$ cat config.mk
export PLATFORM = sky130hd
export DESIGN_NAME = fms_phase_update
export DESIGN_NICKNAME = d
export VERILOG_FILES = /design/src/sv/fms_pkg.sv /design/src/sv/fms_phase_update.sv
export SDC_FILE = /design/constraint.sdc
export NUM_CORES = 2
export LEC_CHECK = 0
export ABC_AREA = 0
export BUFFER_PORTS_ARGS = -buffer_cell sky130_fd_sc_hd__buf_4
export CORE_MARGIN = 5
export CORE_UTILIZATION = 55
export DETAILED_ROUTE_END_ITERATION = 7
export PLACE_DENSITY = 0.74
export SETUP_SLACK_MARGIN = 0.1
export SLEW_MARGIN = 20
export SYNTH_ARGS = -nofsm -noshare
export SYNTH_HDL_FRONTEND = slang
export SYNTH_SLANG_ARGS = --single-unit
$ cat constraint.sdc
create_clock -name vclk -period 45.9
set_input_delay 9.18 -clock vclk [all_inputs]
set_output_delay 9.18 -clock vclk [all_outputs]
set_load 0.005 [all_outputs]
$ cat src/sv/fms_pkg.sv
// Shared types, constants and the sine table builder for the three-operator FM synthesizer.
package fms_pkg;

	localparam int SINE_INDEX_BITS = 10;
	localparam int PHASE_BITS = 32;
	localparam int ADDR_W = 5;
	localparam int DATA_W = 32;
	localparam int SAMPLE_W = 16;
	localparam int STEP_W = 32;
	localparam int DEPTH_W = 31;

	typedef enum logic [2:0] {
		REG_CARRIER_STEP = 3'd0,
		REG_MODULATOR_STEP = 3'd1,
		REG_LFO_STEP = 3'd2,
		REG_LFO_TO_CARRIER_DEPTH = 3'd3,
		REG_MOD_TO_CARRIER_DEPTH = 3'd4,
		REG_LFO_TO_MOD_DEPTH = 3'd5
	} fms_reg_t;

	typedef struct packed {
		logic [STEP_W-1:0] carrier_step;
		logic [STEP_W-1:0] modulator_step;
		logic [STEP_W-1:0] lfo_step;
		logic [DEPTH_W-1:0] lfo_to_carrier_depth;
		logic [DEPTH_W-1:0] modulator_to_carrier_depth;
		logic [DEPTH_W-1:0] lfo_to_modulator_depth;
	} fms_cfg_t;

	localparam logic [63:0] Q30_ONE = 64'd1073741824;
	localparam logic [63:0] HALF_PI_Q30 = 64'd1686629713;
	localparam logic [63:0] FULL_SCALE = 64'd32767;

	// Quarter-wave sine magnitude for table entry k, evaluated only on constants.
	// An 11th-degree Taylor series in unsigned Q30, rounded to a 32767 full scale.
	function automatic logic [63:0] quarter_sine(input logic [63:0] k, input int sib);
		logic [63:0] x;
		logic [63:0] x2;
		logic [63:0] t;
		logic [63:0] s;
		x = (k * HALF_PI_Q30) >> (sib - 2);
		x2 = (x * x) >> 30;
		t = Q30_ONE - x2 / 64'd110;
		t = Q30_ONE - ((x2 * t) >> 30) / 64'd72;
		t = Q30_ONE - ((x2 * t) >> 30) / 64'd42;
		t = Q30_ONE - ((x2 * t) >> 30) / 64'd20;
		t = Q30_ONE - ((x2 * t) >> 30) / 64'd6;
		s = (x * t) >> 30;
		if (s > Q30_ONE) begin
			s = Q30_ONE;
		end
		return (s * FULL_SCALE + (64'd1 << 29)) >> 30;
	endfunction

endpackage

$ cat src/sv/fms_phase_update.sv
// Multiply-add phase advance: scales the sines by their depths and sums them into new phases.
module fms_phase_update #(
	parameter int PHASE_BITS = fms_pkg::PHASE_BITS
) (
	input  fms_pkg::fms_cfg_t                    cfg,
	input  logic [PHASE_BITS-1:0]                carrier_phase,
	input  logic [PHASE_BITS-1:0]                modulator_phase,
	input  logic [PHASE_BITS-1:0]                lfo_phase,
	input  logic signed [fms_pkg::SAMPLE_W-1:0]  modulator_sine,
	input  logic signed [fms_pkg::SAMPLE_W-1:0]  lfo_sine,
	output logic [PHASE_BITS-1:0]                carrier_next,
	output logic [PHASE_BITS-1:0]                modulator_next,
	output logic [PHASE_BITS-1:0]                lfo_next
);

	localparam int PROD_W = fms_pkg::SAMPLE_W + fms_pkg::DEPTH_W + 1;

	logic signed [PROD_W-1:0] mod_to_car_prod;
	logic signed [PROD_W-1:0] lfo_to_car_prod;
	logic signed [PROD_W-1:0] lfo_to_mod_prod;

	always_comb begin
		mod_to_car_prod = PROD_W'(modulator_sine)
			* PROD_W'($signed({1'b0, cfg.modulator_to_carrier_depth}));
		lfo_to_car_prod = PROD_W'(lfo_sine)
			* PROD_W'($signed({1'b0, cfg.lfo_to_carrier_depth}));
		lfo_to_mod_prod = PROD_W'(lfo_sine)
			* PROD_W'($signed({1'b0, cfg.lfo_to_modulator_depth}));
	end

	// Dropping the low 15 product bits of a two's complement value floors the quotient.
	assign carrier_next = carrier_phase + cfg.carrier_step[PHASE_BITS-1:0]
		+ mod_to_car_prod[PHASE_BITS+14:15] + lfo_to_car_prod[PHASE_BITS+14:15];
	assign modulator_next = modulator_phase + cfg.modulator_step[PHASE_BITS-1:0]
		+ lfo_to_mod_prod[PHASE_BITS+14:15];
	assign lfo_next = lfo_phase + cfg.lfo_step[PHASE_BITS-1:0];

endmodule

==> metrics.cfg <==
[synthesis]
synthesis.instances = 6157
yosysWarnings = 0
synth_area_um2 = 53080
ys_types = 68
avgSynthCellArea_um2 = 8.621
ys_seq_area_share_pct = 0
synth_fp_nets = 8302

[finish]
multi_input_area_um2 = 46150
area_delta_synth_final_pct = 7.213
most-common-layout-cells = inv_1, fa_1, nand2_1, ha_1, and2_1
seq_area_um2 = 0
fillCellCount = 8522
fin_area_um2 = 56910
clkbuf_count = 0
final_common_cell = inv_1
design.seq.count = 0
nets = 8474
drive_gt1_share_pct = 7.176

[run]
drv_cap = 0

[die]
rows = 114
start_util_pct = 55.13
fp.dieArea_um2 = 102800
fp.dieH_um = 320.7
io_pins = 413
core_area_um2 = 96280
die_w_um = 320.7

[drt]
drt-initial-drc-count = 2458
wl_um = 144600
firstDrtPassIters = 5
vias = 41531
routedWlPerCell_um = 19.01
viasPerCell = 5.460
drc = 0
antenna_left = 0

[hold_path]
hold_path_class = in2out

[global_route]
grt.overflow.total = 0
grt_pass1_wl_um = 238100
grt_max_degree = 63
track_usage_pct = 28.74
grt_pass1_vias = 46255
antenna_found_initial = 7

[place]
hpwlAfterDp_um = 115500
dpl_worst_slack_ns = 17.39
port_buffers = 413
gp_congestion = 0.9138
post_dp_cell_area_um2 = 56900

[clocking]
cts_setup_buffers = 0
ctsResizeCount = 0
hold_buffers = 0

[sta]
post-route-min-period_ns = 28.66
tns_ns = 0
hold_viol_final = 0
finalSetupViolCount = 0
max_freq_mhz = 34.89
rsz0062_at_grt = false
worst_slew_pin_slew_ns = 1.102
fin_ws_ns = 17.24
fin_crit_sh_pct = 62.44
drv_slew = 0
maxSlewHeadroom_pct = 24.61

[worst_setup_path]
arrival_ns = 19.48
crit_top_cell = fa_1
critPathCaptureType = output port
crit_slowest_cell = fa_1
crit_path_start_kind = input pin
worst-path-max-fanout = 62
cp_data_required_time_ns = 36.72
max_stage_delay_ns = 0.58
worstSetupPathType = in2out

[status]
status = complete, no violations

-- layer usage --
metal | global-route usage [%] | wire length [µm] | part of all wire (%) | up-vias
met5 | 0 | 61 | 0.042 | -
met4 | 10.75 | 6817 | 4.7 | 8
met3 | 4.726 | 12230 | 8.5 | 409
met2 | 50.17 | 71250 | 49 | 1767
met1 | 36.14 | 54280 | 38 | 21014
li1 | - | - | - | 18333
-- path summary, 6_finish.rpt --
check          from               end  cells past startpoint
max     lfo_sine[1]  carrier_next[30]                     38
min    lfo_phase[0]       lfo_next[0]                      3
-- cells by family after synthesis --
family / share of synthesized area [%]
AND/OR/NAND/NOR: 16.30
XOR/XNOR: 3.144
AO/OA/AOI/OAI: 5.961
adder cells (fa/ha/maj): 61.53
buffers and inverters: 13.06
-- cell usage after synthesis (6+ instances only) --
| cell | number | share of area [%] |
|---|---|---|
| inv_1 | 1590 | 11 |
| fa_1 | 1304 | 49 |
| nand2_1 | 963 | 6.8 |
| ha_1 | 524 | 12 |
| and2_1 | 503 | 5.9 |
| clkbuf_1 | 253 | 1.8 |
| a21oi_1 | 141 | 1.3 |
| xnor2_1 | 125 | 2.1 |
| nor2_1 | 109 | 0.77 |
| nand2b_1 | 95 | 1.1 |
| a21o_1 | 89 | 1.3 |
| o21ai_0 | 78 | 0.74 |
| xor2_1 | 63 | 1.0 |
| nand3_1 | 38 | 0.36 |
| nor2b_1 | 27 | 0.32 |
| o21a_1 | 24 | 0.34 |
| nor3_1 | 21 | 0.20 |
| o21bai_1 | 18 | 0.25 |
| nand4_1 | 14 | 0.16 |
| a211oi_1 | 13 | 0.18 |
| and3_1 | 13 | 0.15 |
| o211ai_1 | 13 | 0.18 |
| or3_1 | 11 | 0.13 |
| a31oi_1 | 10 | 0.12 |
| a2111oi_0 | 9 | 0.15 |
| a211o_1 | 7 | 0.12 |
| a31o_2 | 6 | 0.099 |
| o21ai_1 | 6 | 0.057 |
-- final cells by class --
cell class         count  area share (%)
multi-input cells   4312           81.09
diodes                 4         0.01759
repair buffers       424           5.593
well taps           1276           2.805
inverters           1591           10.49
-- critical path: cells and delay by family --
kind                     cells  cell delay (ns)
buffers and inverters        8             1.08
adder cells (fa/ha/maj)      9             4.19
AO/OA/AOI/OAI               17             4.17
AND/OR/NAND/NOR              2             0.31
XOR/XNOR                     2             0.51
-- per-stage QoR --
| step | cells | util, % | hold WS (ns) |
|---|---|---|---|
| floorplan | 6157 | - | 18.47 |
| global placement | 7603 | 59.10 | 18.64 |
| detailed placement | 7603 | 59.10 | 18.64 |
| CTS | 7603 | 59.10 | 18.64 |
| global route | 7605 | 59.10 | 18.67 |
| finish | 7607 | 59.11 | 18.64 |
Power is not shown: default switching activity piles up to over one toggle a cycle in this logic, so the estimate is an artifact.
