## config.mk

```make
export PLATFORM = sky130hd
export DESIGN_NAME = fms_cfg_regs
export DESIGN_NICKNAME = d
export VERILOG_FILES = /design/src/sv/fms_pkg.sv /design/src/sv/fms_cfg_regs.sv
export SDC_FILE = /design/constraint.sdc
export NUM_CORES = 1
export LEC_CHECK = 0
export BUFFER_PORTS_ARGS = -buffer_cell sky130_fd_sc_hd__buf_2
export CAP_MARGIN = 15
export CORE_MARGIN = 3
export CORE_UTILIZATION = 36
export DETAILED_ROUTE_END_ITERATION = 10
export PLACE_DENSITY = 0.56
export SYNTH_ARGS = -nofsm -noshare
export SYNTH_HDL_FRONTEND = slang
export SYNTH_SLANG_ARGS = --single-unit
```

## constraint.sdc

```tcl
create_clock -name clk -period 2.01 [get_ports clk]
set_input_delay 0.1005 -clock clk [delete_from_list [all_inputs] [get_ports clk]]
set_output_delay 0.1005 -clock clk [all_outputs]
set_load 0.02 [all_outputs]
```

## src/sv/fms_pkg.sv

```systemverilog
// Shared types, constants and the sine table builder for the three-operator FM synthesizer.
package fms_pkg;

	localparam int SINE_INDEX_BITS = 10;
	localparam int PHASE_BITS = 32;
	localparam int ADDR_W = 5;
	localparam int DATA_W = 32;
	localparam int SAMPLE_W = 16;
	localparam int STEP_W = 32;
	localparam int DEPTH_W = 31;

	typedef enum logic [2:0] {
		REG_CARRIER_STEP = 3'd0,
		REG_MODULATOR_STEP = 3'd1,
		REG_LFO_STEP = 3'd2,
		REG_LFO_TO_CARRIER_DEPTH = 3'd3,
		REG_MOD_TO_CARRIER_DEPTH = 3'd4,
		REG_LFO_TO_MOD_DEPTH = 3'd5
	} fms_reg_t;

	typedef struct packed {
		logic [STEP_W-1:0] carrier_step;
		logic [STEP_W-1:0] modulator_step;
		logic [STEP_W-1:0] lfo_step;
		logic [DEPTH_W-1:0] lfo_to_carrier_depth;
		logic [DEPTH_W-1:0] modulator_to_carrier_depth;
		logic [DEPTH_W-1:0] lfo_to_modulator_depth;
	} fms_cfg_t;

	localparam logic [63:0] Q30_ONE = 64'd1073741824;
	localparam logic [63:0] HALF_PI_Q30 = 64'd1686629713;
	localparam logic [63:0] FULL_SCALE = 64'd32767;

	// Quarter-wave sine magnitude for table entry k, evaluated only on constants.
	// An 11th-degree Taylor series in unsigned Q30, rounded to a 32767 full scale.
	function automatic logic [63:0] quarter_sine(input logic [63:0] k, input int sib);
		logic [63:0] x;
		logic [63:0] x2;
		logic [63:0] t;
		logic [63:0] s;
		x = (k * HALF_PI_Q30) >> (sib - 2);
		x2 = (x * x) >> 30;
		t = Q30_ONE - x2 / 64'd110;
		t = Q30_ONE - ((x2 * t) >> 30) / 64'd72;
		t = Q30_ONE - ((x2 * t) >> 30) / 64'd42;
		t = Q30_ONE - ((x2 * t) >> 30) / 64'd20;
		t = Q30_ONE - ((x2 * t) >> 30) / 64'd6;
		s = (x * t) >> 30;
		if (s > Q30_ONE) begin
			s = Q30_ONE;
		end
		return (s * FULL_SCALE + (64'd1 << 29)) >> 30;
	endfunction

endpackage

```

## src/sv/fms_cfg_regs.sv

```systemverilog
// APB-style configuration registers for the oscillator steps and modulation depths.
module fms_cfg_regs (
	input  logic                          clk,
	input  logic                          arst_n,
	input  logic                          psel,
	input  logic                          penable,
	input  logic                          pwrite,
	input  logic [fms_pkg::ADDR_W-1:0]    paddr,
	input  logic [fms_pkg::DATA_W-1:0]    pwdata,
	output logic [fms_pkg::DATA_W-1:0]    prdata,
	output logic                          pready,
	output fms_pkg::fms_cfg_t             cfg
);

	fms_pkg::fms_cfg_t cfg_q;
	fms_pkg::fms_reg_t reg_sel;
	logic wr_en;

	assign pready = 1'b1;
	assign reg_sel = fms_pkg::fms_reg_t'(paddr[fms_pkg::ADDR_W-1:2]);
	assign wr_en = psel && penable && pwrite && pready;
	assign cfg = cfg_q;

	always_ff @(posedge clk or negedge arst_n) begin
		if (!arst_n) begin
			cfg_q <= '0;
		end else if (wr_en) begin
			unique case (reg_sel)
				fms_pkg::REG_CARRIER_STEP: cfg_q.carrier_step <= pwdata;
				fms_pkg::REG_MODULATOR_STEP: cfg_q.modulator_step <= pwdata;
				fms_pkg::REG_LFO_STEP: cfg_q.lfo_step <= pwdata;
				fms_pkg::REG_LFO_TO_CARRIER_DEPTH:
					cfg_q.lfo_to_carrier_depth <= pwdata[fms_pkg::DEPTH_W-1:0];
				fms_pkg::REG_MOD_TO_CARRIER_DEPTH:
					cfg_q.modulator_to_carrier_depth <= pwdata[fms_pkg::DEPTH_W-1:0];
				fms_pkg::REG_LFO_TO_MOD_DEPTH:
					cfg_q.lfo_to_modulator_depth <= pwdata[fms_pkg::DEPTH_W-1:0];
				default: ;
			endcase
		end
	end

	always_comb begin
		unique case (reg_sel)
			fms_pkg::REG_CARRIER_STEP: prdata = cfg_q.carrier_step;
			fms_pkg::REG_MODULATOR_STEP: prdata = cfg_q.modulator_step;
			fms_pkg::REG_LFO_STEP: prdata = cfg_q.lfo_step;
			fms_pkg::REG_LFO_TO_CARRIER_DEPTH: prdata = {1'b0, cfg_q.lfo_to_carrier_depth};
			fms_pkg::REG_MOD_TO_CARRIER_DEPTH:
				prdata = {1'b0, cfg_q.modulator_to_carrier_depth};
			fms_pkg::REG_LFO_TO_MOD_DEPTH: prdata = {1'b0, cfg_q.lfo_to_modulator_depth};
			default: prdata = '0;
		endcase
	end

endmodule

```

==> results of run 1 <==
==> how the worst max path moves through the flow <==
stage / from / endpoint / slack, ns / depth (start not counted)
floorplan: paddr[2] / cfg[157] / 0.56 / 6
global placement: paddr[4] / prdata[2] / 0.29 / 5
detailed placement: paddr[4] / prdata[17] / 0.24 / 5
CTS: paddr[4] / prdata[5] / 0.24 / 5
global route: paddr[4] / prdata[0] / 0.15 / 5
finish: paddr[4] / prdata[0] / 0.27 / 5
==> logic make-up (layout without fill, tap and decap cells) <==
family,count (synthesis),after routing
AOI/OAI and AO/OA,77,77
other,1,1
DFF,189,189
and+or+nand+nor,62,62
muxes,252,252
buffers and inverters,51,360
==> layout make-up <==
cell class                      count  area share
Clock buffer                       19     0.03884
Sequential cell                   189      0.4147
Multi-Input combinational cell    392      0.3246
Timing Repair Buffer              326      0.1768
Clock inverter                     13    0.009436
Tap cell                          319     0.03500
Inverter                            2   0.0006583
==> metal layers <==
layer / track usage / part of all wire / up-vias
li1: - / - / 2919
met1: 0.2605 / 0.45 / 3264
met2: 0.3179 / 0.47 / 192
met3: 0.06319 / 0.072 / 9
met4: 0.03794 / 0.0063 / 0
met5: 0 / 0 / -
==> placed cells by master, fill, tap and decap left out, types with 5 or more instances in the layout <==
cell / count
nor3b_1: 13
buf_4: 24
a22oi_1: 13
a221o_1: 17
dfrtp_1: 189
o22ai_1: 14
nand3_1: 17
buf_2: 258
a21oi_1: 13
mux2_1: 5
mux2_2: 210
dlygate4sd3_1: 33
nor2_1: 18
buf_12: 10
clkbuf_16: 17
inv_6: 5
mux2i_1: 37
o21ai_0: 17
==> per-stage QoR <==
step / worst slack, ns / hold slack, ns / power (mW)
finish: 0.2676 / 0.2269 / 11.97
floorplan: 0.5630 / -0.1951 / 7.324
detailed placement: 0.2408 / 0.1418 / 8.797
CTS: 0.2362 / 0.2365 / 12.11
global route: 0.1535 / 0.2620 / 12.60
global placement: 0.2911 / 0.1484 / 8.759
==> repair_timing <==
action | CTS | global route
endpoints found under the setup margin | 0 | 0
gates resized for setup | 0 | 0
hold endpoints to repair | 246 | 0
hold buffers | 33 | 0
==> power breakdown <==
group / switching (mW) / internal (mW)
logic: 2.09 / 1.52
registers: 0.592 / 4.55
clock network: 1.56 / 1.65
total: 4.24 / 7.72
==> results.yml, run 1 <==
critical_path:
  crit_top_cell: "buf_2"
  worstSetupPathType: "input pin to primary output"
  crit_path_end_kind: "primary output"
  path_max_fanout: 17
  cpPeakStageDelay_ns: 0.79
  r2r-start: "cfg[157]"
  crit_family: "simple AND/OR/NAND/NOR gates"
  crit_buf_inv: 2
  startpoint_type: "input pin"
  crit_chain: "buf_2 > nand2b_1 > nor2_2 > a221o_1 > buf_2"
  r2r_cells: 1
  cp.arrival_ns: 1.64
  cp_slowest_cell: "nor2_2"
  crit_required_ns: 1.91
  r2r-end: "cfg[157]"
  r2r_slack_ns: 1.18
synth:
  syn_area_sq_um: 8626
  synth_top_family_by_area: "multiplexers"
  ys.flop_type: "dfrtp_1"
  synth_top_area_share: 0.5483
  synthAdderAreaFrac: 0
  synth_edf_count: 0
  syn_inst: 632
  seq_area_frac_synth: 0.5483
  synth_xor_xnor_area_share: 0
  syn_nets: 674
  yosys_warnings: 0
  synth.mux.area_fraction: 0.3236
  yosys-top-cells-area: "dfrtp_1, mux2_2, mux2i_1"
  ys_seq_elements: 189
  synthSimpleGateAreaFrac: 0.03960
  synth.most_common_cell: "mux2_2"
  synth_compound_area_frac: 0.06136
  synthTopCellsByCount: "mux2_2, dfrtp_1, mux2i_1"
  ys_types: 28
  synth-async-reset-ratio: 1.000
  syn-mean-instance-area_sq_um: 13.65
  synth_top_area_cell: "dfrtp_1"
timing:
  slew_viol_final: 0
  layout_worst_path_cycle_share: 0.8669
  rsz0062_at_grt: "false"
  fin_crit_ns: 1.742
  finalSetupTns_ns: 0
  hold_viol_final: 0
  setup_violations: 0
  fmax_mhz: 573.9
  worst_pin_slew_ns: 1.034
  slew_headroom: 0.3102
  clock_skew_ns: 0
clock_tree:
  cts.root.buffer_cell: "clkbuf_16"
  path_clk_slew_ns: 0.07
  h-tree-depth: 4
  clock_latency_ns: 0.42
  clk_path_buf_depth: 2
  postCtsSetupBuffers: 0
  cts_tree: "done"
  clkSinkCount: 189
  numCtsBuffers: 17
route:
  drt-total-wl_um: 25270
  drc: 0
  vias: 6384
  drtAntennaViolNets: 0
  viasPerCell: 5.067
  drt_iter0_drc: 247
  dr.pass1.iters: 4
  wl_per_cell_um: 20.06
global_route:
  first_global_vias: 6655
  overflow: 0
  grt_max_degree: 65
  grt_pass1_wl_um: 39810
  grtUsageTotal: 0.1959
  antenna_found_initial: 0
job:
  maxCapViolCount: 0
final_layout:
  n_fill_cell: 2183
  regArea_sq_um: 4730
  multi_input_area_sq_um: 3701
  nets: 970
  drive_above_1_share: 0.5760
  largest_reg_flops: 189
  diodes: 0
  final_util: 0.4844
  areaGrowthSynthToFinish_pct: 32.20
  final_cells: 1260
  postLayoutCellArea_sq_um: 11400
placement:
  port_buffers: 260
  dp_cells: 1195
  place.gp.congestion: 0.7576
  dp_hpwl_um: 17230
  place_area_sq_um: 10520
floorplanning:
  die_y_um: 160.8
  die_area_sq_um: 25850
  core_sq_um: 23540
  start_util: 0.3664
  fp-row-count: 56
  die_w_um: 160.8
  ios: 264
power_and_ir_drop:
  p_leak_nw: 5.664
  powerDensity_nw_per_um2: 1049
  peakVddDrop_mv: 0.4752
status:
  status: "finished clean"
worst_hold_path:
  min_path_type: "input pin to asynchronous set/reset pin"
Note: power is estimated with default switching activity, not from simulation.
==> run 2, diff against run 1 <==
Settings changed: ABC_CLOCK_PERIOD_IN_PS from default to 1500, BUFFER_PORTS_ARGS -buffer_cell sky130_fd_sc_hd__buf_2 to default, DONT_BUFFER_PORTS from default to 1, PLACE_DENSITY 0.56 to 0.49.
Clock period 2.01 ns to 1.5 ns, I/O delays scaled along.
==> results.yml, run 2 (synthesis results as in run 1) <==
timing:
  slew_headroom: 0.5767
  slew_viol_final: 0
  worst_pin_slew_ns: 0.6335
  timing.final.ws_setup_ns: -0.1546
  layout_worst_path_cycle_share: 1.103
  fin_crit_ns: 1.655
  setup_violations: 30
  fin_hold_ws_ns: -0.6700
  clock_skew_ns: 0
  fmax_mhz: 604.4
  rsz0062_at_grt: "true"
  hold_viol_final: 189
global_route:
  overflow: 0
  antenna_found_initial: 0
  first_global_vias: 6104
  grtUsageTotal: 0.1939
  grt_pass1_wl_um: 38590
  grt_max_degree: 190
clock_tree:
  clkSinkCount: 189
  clock_latency_ns: 0.43
  cts_tree: "done"
  path_clk_slew_ns: 0.07
  numCtsBuffers: 17
  holdBufCountCts: 32
  clk_path_buf_depth: 2
  cts.root.buffer_cell: "clkbuf_16"
  h-tree-depth: 4
final_layout:
  areaGrowthSynthToFinish_pct: 25.04
  nets: 753
  most-common-layout-cells: "mux2_2, dfrtp_2, dfrtp_1"
  layout_commonest_cell: "mux2_2"
  drive_above_1_share: 0.6381
  largest_reg_flops: 189
  final_util: 0.4581
  postLayoutCellArea_sq_um: 10790
  n_fill_cell: 2155
  diodes: 0
power_and_ir_drop:
  powerDensity_nw_per_um2: 1452
  peakVddDrop_mv: 0.6395
  p_leak_nw: 4.647
route:
  drt_iter0_drc: 297
  wl_met3_um: 2257
  drtAntennaViolNets: 0
  viasPerCell: 5.477
  wl_per_cell_um: 24.24
  drc: 0
  wl_met1_um: 10510
  top_layer_used: "met4"
  wl_met2_um: 12190
  dr.pass1.iters: 5
  drt-total-wl_um: 25280
  vias: 5713
placement:
  port_buffers: 0
  dp_hpwl_um: 15950
  place_area_sq_um: 9500
  place.gp.congestion: 0.8113
  dp_worst_setup_slack_ns: -0.08137
floorplanning:
  ios: 264
  die_w_um: 160.8
  die_area_sq_um: 25850
  fp-row-count: 56
  start_util: 0.3664
  core_sq_um: 23540
  die_y_um: 160.8
critical_path:
  cp.arrival_ns: 1.58
  path_max_fanout: 3
  worstSetupPathType: "register to primary output"
  crit_required_ns: 1.42
  startpoint_type: "register"
  crit_path_end_kind: "primary output"
worst_hold_path:
  min_path_type: "input pin to asynchronous set/reset pin"
job:
  maxCapViolCount: 0
status:
  status: "finished, violations left"
  violations: "negative hold slack, negative setup slack"
==> run 2: timing repair <==
item,in CTS,in global routing
pin swaps,31,7
setup endpoints to repair,32,32
endpoints found under the hold margin,378,189
gates resized for setup,148,21
setup buffers,2,0
==> run 2: worst paths after layout <==
path | end | startpoint | slack [ns] | cells past startpoint
min in group clk | cfg[77] | penable | 0.20 | 4
worst max-delay path | prdata[18] | cfg[18] | -0.15 | 4
max in group asynchronous | cfg[34] | arst_n | 1.95 | 0
worst min register to register | cfg[131] | cfg[131] | 0.62 | 1
worst min-delay path | cfg[89] | arst_n | -0.67 | 0
worst max register to register | cfg[137] | cfg[137] | 0.46 | 3
==> run 2: power by group <==
| part | switching (mW) | internal, mW |
|---|---|---|
| clock | 2.11 | 2.39 |
| sequential | 1.92 | 6.19 |
| combinational | 1.38 | 1.67 |
| total | 5.42 | 10.2 |
==> run 2: through the flow <==
step	total power, mW	setup TNS, ns	cells
3_3_place_gp	10.74	-0.5499	977
4_1_cts	15.79	-3.517	1043
2_1_floorplan	9.815	0	632
5_1_grt	16.43	-5.178	1043
6_report	15.66	-2.800	1043
3_5_place_dp	10.85	-1.197	977
==> run 2: area by class of cell <==
| class | instances | area [sq um] | area share |
|---|---|---|---|
| Clock buffer | 19 | 442.9 | 0.04107 |
| Clock inverter | 13 | 133.9 | 0.01241 |
| Inverter | 2 | 7.507 | 0.0006961 |
| Multi-Input combinational cell | 392 | 3939 | 0.3652 |
| Sequential cell | 189 | 4850 | 0.4497 |
| Tap cell | 319 | 399.1 | 0.03701 |
| Timing Repair Buffer | 109 | 1013 | 0.09397 |
==> run 2: layer usage <==
layer  global-route usage  vias up
met5                    0        -
met4              0.05006        0
met3              0.08073       23
met2               0.3154      200
met1               0.2400     3002
li1                     -     2488
==> run 2: worst max-delay path, stage by stage, from the launching register on <==
cell and delay, ns:
dfrtp_2 0.46, mux2_2 0.29, a21oi_2 0.13, o22ai_1 0.10
buf_4 0.17
